## src/hw/rtl/wtmt_pkg.sv

```systemverilog
package wtmt_pkg;

    localparam int TYPE_BITS       = 8;
    localparam int MAX_MEMBERS     = 4;
    localparam int NUM_POS         = 4;
    localparam int NUM_PERM        = 6;
    localparam int TABLE_DEPTH_DEF = 256;

    localparam int IDX_W      = 8;
    localparam int PARAM_W    = 64;
    localparam int KIND_W     = 2;
    localparam int WC_W       = 3;
    localparam int PCODE_W    = 3;
    localparam int MC_W       = 3;
    localparam int EC_W       = 9;
    localparam int CFG_IDX_W  = 3;
    localparam int CFG_DATA_W = 9;
    localparam int SCNT_W     = $clog2(2 * NUM_POS + 1);
    localparam int PCNT_W     = $clog2(NUM_POS + 1);

    typedef logic [TYPE_BITS-1:0] t_type;
    typedef logic [1:0]           t_pos;

    localparam t_type WILDCARD = '1;

    // entry position compared against each query position, per ordering
    localparam t_pos PERM_SRC [NUM_PERM][NUM_POS] = '{
        '{2'd0, 2'd1, 2'd2, 2'd3},
        '{2'd0, 2'd1, 2'd3, 2'd2},
        '{2'd2, 2'd1, 2'd0, 2'd3},
        '{2'd2, 2'd1, 2'd3, 2'd0},
        '{2'd3, 2'd1, 2'd0, 2'd2},
        '{2'd3, 2'd1, 2'd2, 2'd0}
    };

    localparam logic [CFG_IDX_W-1:0] CFG_MEMBER_COUNT   = 3'd0;
    localparam logic [CFG_IDX_W-1:0] CFG_ENTRY_COUNT    = 3'd1;
    localparam logic [CFG_IDX_W-1:0] CFG_REVERSE_ENABLE = 3'd2;
    localparam logic [CFG_IDX_W-1:0] CFG_PERMUTE_ENABLE = 3'd3;
    localparam logic [CFG_IDX_W-1:0] CFG_REORDER_ENABLE = 3'd4;

    localparam logic [KIND_W-1:0] KIND_NONE = 2'd0;
    localparam logic [KIND_W-1:0] KIND_FWD  = 2'd1;
    localparam logic [KIND_W-1:0] KIND_REV  = 2'd2;

    localparam logic MODE_LOAD   = 1'b0;
    localparam logic MODE_LOOKUP = 1'b1;

    typedef enum logic {
        ST_IDLE,
        ST_SCAN
    } t_state;

    typedef struct packed {
        logic               mode;
        logic [IDX_W-1:0]   entry_index;
        t_type              type_zero;
        t_type              type_one;
        t_type              type_two;
        t_type              type_three;
        logic [PARAM_W-1:0] param_word;
    } t_req;

    typedef struct packed {
        logic [KIND_W-1:0]  found_kind;
        logic [IDX_W-1:0]   match_index;
        logic [PARAM_W-1:0] param_out;
        logic [WC_W-1:0]    wildcard_count;
        logic [PCODE_W-1:0] perm_code;
    } t_res;

    typedef struct packed {
        logic                             valid;
        t_type [NUM_POS-1:0]              types;
        logic [PARAM_W-1:0]               param;
        logic [SCNT_W-1:0]                scnt;
        logic [SCNT_W-1:0]                rcnt;
        logic [WC_W-1:0]                  wc;
        logic [NUM_PERM-1:0][PCNT_W-1:0]  pcnt;
    } t_cell_bus;

    typedef struct packed {
        logic                flush;
        logic [MC_W-1:0]     n;
        t_type [NUM_POS-1:0] query;
        t_type [NUM_POS-1:0] rquery;
    } t_cell_ctrl;

endpackage

```

## src/hw/rtl/wtmt_cell.sv

```systemverilog
module wtmt_cell import wtmt_pkg::*; #(
    parameter int POS = 0
) (
    input  logic       i_clk,
    input  logic       i_rst_n,
    input  t_cell_ctrl i_ctrl,
    input  t_cell_bus  i_bus,
    output t_cell_bus  o_bus
);

    t_cell_bus r_data;
    t_cell_bus n_data;
    logic      r_valid;
    logic      w_active;
    logic      w_eq;
    logic      w_wild;
    logic      w_req;

    // one type position: straight, reversed and all orderings advance here
    always_comb begin
        n_data   = i_bus;
        w_active = MC_W'(POS) < i_ctrl.n;
        w_eq     = i_ctrl.query[POS] == i_bus.types[POS];
        w_wild   = i_bus.types[POS] == WILDCARD;
        w_req    = i_ctrl.rquery[POS] == i_bus.types[POS];
        if (w_active) begin
            n_data.scnt = i_bus.scnt + SCNT_W'(w_eq) + SCNT_W'(w_wild);
            n_data.rcnt = i_bus.rcnt + SCNT_W'(w_req) + SCNT_W'(w_wild);
            n_data.wc   = i_bus.wc + WC_W'(w_wild);
        end
        // orderings always use all four positions and ignore wildcards
        for (int p = 0; p < NUM_PERM; p++) begin
            n_data.pcnt[p] = i_bus.pcnt[p]
                + PCNT_W'(i_ctrl.query[POS] == i_bus.types[PERM_SRC[p][POS]]);
        end
        n_data.valid = i_bus.valid & ~i_ctrl.flush;
    end

    always_ff @(posedge i_clk) begin
        if (!i_rst_n) begin
            r_valid <= 1'b0;
        end else begin
            r_valid <= n_data.valid;
        end
    end

    always_ff @(posedge i_clk) begin
        r_data <= n_data;
    end

    always_comb begin
        o_bus       = r_data;
        o_bus.valid = r_valid;
    end

endmodule

```

## config.mk

```make
export PLATFORM = sky130hd
export DESIGN_NAME = wtmt_cell
export DESIGN_NICKNAME = d
export VERILOG_FILES = /design/src/hw/rtl/wtmt_pkg.sv /design/src/hw/rtl/wtmt_cell.sv
export SDC_FILE = /design/constraint.sdc
export NUM_CORES = 1
export LEC_CHECK = 0
export BUFFER_PORTS_ARGS = -buffer_cell sky130_fd_sc_hd__buf_2
export CORE_AREA = 4 4 124 126
export DETAILED_ROUTE_END_ITERATION = 8
export DIE_AREA = 0 0 128 130
export SYNTH_ARGS = -nofsm -noshare
export SYNTH_HDL_FRONTEND = slang
export SYNTH_SLANG_ARGS = --single-unit
export TNS_END_PERCENT = 10
```

## constraint.sdc

```tcl
create_clock -name i_clk -period 1.3 [get_ports i_clk]
set_input_delay 0.26 -clock i_clk [delete_from_list [all_inputs] [get_ports i_clk]]
set_output_delay 0.26 -clock i_clk [all_outputs]
set_load 0.01 [all_outputs]
```

==> out/results.tsv <==
stage	metric	value	unit
clock_network	clk root buf	clkbuf_16	
synth	Adder-Cell Fraction of Synth Area	0.07146	
floorplan	Initial Util	0.2349	
placed_design	Final HPWL DP	9.140	mm
floorplan	Top-Level Pins	322	
clock_network	CTS Hold Buffers Added	85	
synth	Syn Area/Cell	14.62	um2
synth	post-synthesis simple-gate area fraction	0.06066	
detailed_routing	Final ANT Viol Nets	0	
timing	# setup viols final	0	
detailed_routing	DRT Pass-1 Iters	6	
cells_and_area	P&R area growth vs syn	92.30	%
cells_and_area	layout cell share with drive strength beyond 1	0.5088	
timing	fin. max-slew vios	0	
critical_path	WS Path Type	primary input to register	
critical_path	CP required	1.60	ns
critical_path	delay-heaviest family, CP	simple AND/OR/NAND/NOR gates	
synth	largest family of logic cells by synthesized area	XOR/XNOR gates	
timing	RSZ-0062 raised after global routing	no	
timing	final hold vios	0	
critical_path	Crit path largest cell delay	0.23	ns
pwr	clock power share	0.480	
critical_path	CP bufs+invs	1	
clock_network	clock slew at reported path FFs	0.06	ns
synth	post-synth top area share	0.7503	
synth	number of library cell types mapped by synthesis	14	
detailed_routing	DR iter-0 viols	51	
critical_path	crit-path cells	buf_2 -> xnor2_1 -> nand4_1 -> nor2_2 -> fa_2 -> ha_1 -> nand2_1 -> xnor2_1	
pwr	Sw Pwr	2.367	mW
placed_design	RD Place Congestion	0.7247	
synth	syn_nets	444	
synth	Yosys top cell by area	dfxtp_1	
timing	min Tclk post-route	1.194	ns
critical_path	Worst path slowest cell	fa_2	
grt	vias in the first global route	3450	
detailed_routing	WL final	12.75	mm
pwr	switching part of the total	0.2393	
cells_and_area	Final nets	828	
floorplan	Placeable Area	0.01431	mm2
timing	Slew @ Worst Pin	0.1872	ns
floorplan	die height	130	um
pwr	share of power burned in registers	0.418	
grt	Tot GR Track Use	0.1478	
pwr	Static Leak	3.180	nW
synth	Synth Area in Compound Gates	0	
timing	Max-slew headroom	0.8743	
synth	Synthesis Warnings	0	
outcome	status	completed	
timing	Setup TNS	0	ns
clock_network	total CTS buffers	17	
pwr	total internal power	7.525	mW
synth	Syn Inst Count	230	
synth	synthesized area	0.003362	mm2
synth	register area share after synthesis	0.7503	
floorplan	die area	0.01664	mm2
critical_path	CP most frequent cell	xnor2_1	
synth	register bit count reported by yosys	126	
pwr	share of total power in combinational logic	0.102	
clock_network	CTS H-tree lvls	4	
grt	first-pass GRT wire length	18.13	mm
placed_design	Buffers on Ports	273	
critical_path	CP max FO	4	
synth	multiplexer share of the synthesized area	0	
cells_and_area	Final Util	0.4517	
clock_network	CTS sink count	126	
synth	most area-consuming cells after synthesis	dfxtp_1 75%, xnor2_1 9.6%, ha_1 6.0%	
grt	antenna violations before repair	1	
grt	total gr overflow	0	
critical_path	startpoint type of the worst setup path	primary input	
clock_network	number of post-CTS setup repair buffers	0	
detailed_routing	DRC	0	
synth	XOR/XNOR Fraction of Synth Area	0.1120	
detailed_routing	Avg WL per Cell	15.70	um
timing	Tcrit/Tclk final	0.9185	
detailed_routing	vias post-DR	3114	
floorplan	die span in x	128	um
timing	maximum clock rate	837.5	MHz
pwr	VDD IR max	0.8065	mV
pwr	P per Cell Area	1530	mW/mm2
detailed_routing	vias per inst	3.835	
clock_network	CTS tree	built	
critical_path	crit end category	register	
critical_path	crit path DAT	1.49	ns
grt	pin count of the biggest net entering global routing	17	
clock_network	CTS Buffer Depth	2	
clock_network	cts repair resizes	0	
job	max cap viols	0	
floorplan	cell row count	44	
timing	Fin Hold WS	0.03800	ns
hold_path	Worst Hold Class	primary input to register	
## area by class of cell
type,count,area [um2]
diodes,1,2.502
well taps,184,230.2
multi-input cells,102,828.3
clock buffers,17,425.4
clock inverters,15,171.4
flip-flops and latches,126,2522
fillers,1342,7849
repair buffers,367,2285
## cell families after synthesis
family / Yosys count
and+or+nand+nor: 41
xor gates and xnor gates: 43
DFF: 126
buffers and inverters: 2
adders and majority gates: 18
## Yosys cell counts, drive strengths merged
cell / n
buf: 2
dfxtp: 126
nor2: 5
nand2: 21
ha: 16
xor2: 6
nand4: 12
nor3: 1
xnor2: 37
fa: 2
or3: 1
and3b: 1
## metrics by stage
stage,cell area (um2),worst slack [ns],power [mW],std cells
6_report,6465,0.1060,9.893,812
5_1_grt,6465,0.01709,10.31,812
4_1_cts,6462,0.06334,10.02,811
3_5_place_dp,5015,-0.3763,5.027,694
3_3_place_gp,5015,-0.3505,5.009,694
2_1_floorplan,3369,-0.02345,4.476,230
## state kept, by name (all words and copies together) (netlist names)
signal and flops:
o_bus 125, r_valid 1
## final timing paths
check         end  slack (ns)  cells after the start        from
max     o_bus[27]        0.11                      8  i_bus[100]
min    o_bus[124]        0.04                      1  i_bus[124]
## metal layers
metal  track usage  wire [um]  vias up
li1              -          -     1515
met1        0.1449       4333     1409
met2        0.2766       6893      172
met3       0.06508       1315       18
met4       0.05119        209        0
met5             0          0        -
## power groups by stage
| stage | registers, mW | clock network [mW] | logic [mW] |
|---|---|---|---|
| after CTS | 4.13 | 4.87 | 1.02 |
| final | 4.13 | 4.75 | 1.01 |
| after detailed placement | 4.21 | 0 | 0.814 |
| after global placement | 4.21 | 0 | 0.797 |
| after global routing | 4.15 | 5.06 | 1.10 |
| after floorplan | 4.33 | 0 | 0.144 |
## cells in the final DEF, fill, tap and decap left out
cell / n
and3b_1: 1
buf_2: 273
buf_4: 9
bufinv_16: 2
clkbuf_16: 17
clkinv_2: 1
clkinv_4: 1
clkinvlp_4: 3
dfxtp_1: 126
diode_2: 1
dlygate4sd3_1: 85
fa_2: 2
ha_1: 16
inv_6: 6
inv_8: 2
nand2_1: 21
nand4_1: 11
nand4_2: 1
nor2_1: 4
nor2_2: 1
nor3_1: 1
or3_4: 1
xnor2_1: 37
xor2_1: 6
Power figures use the tool's default switching activity.
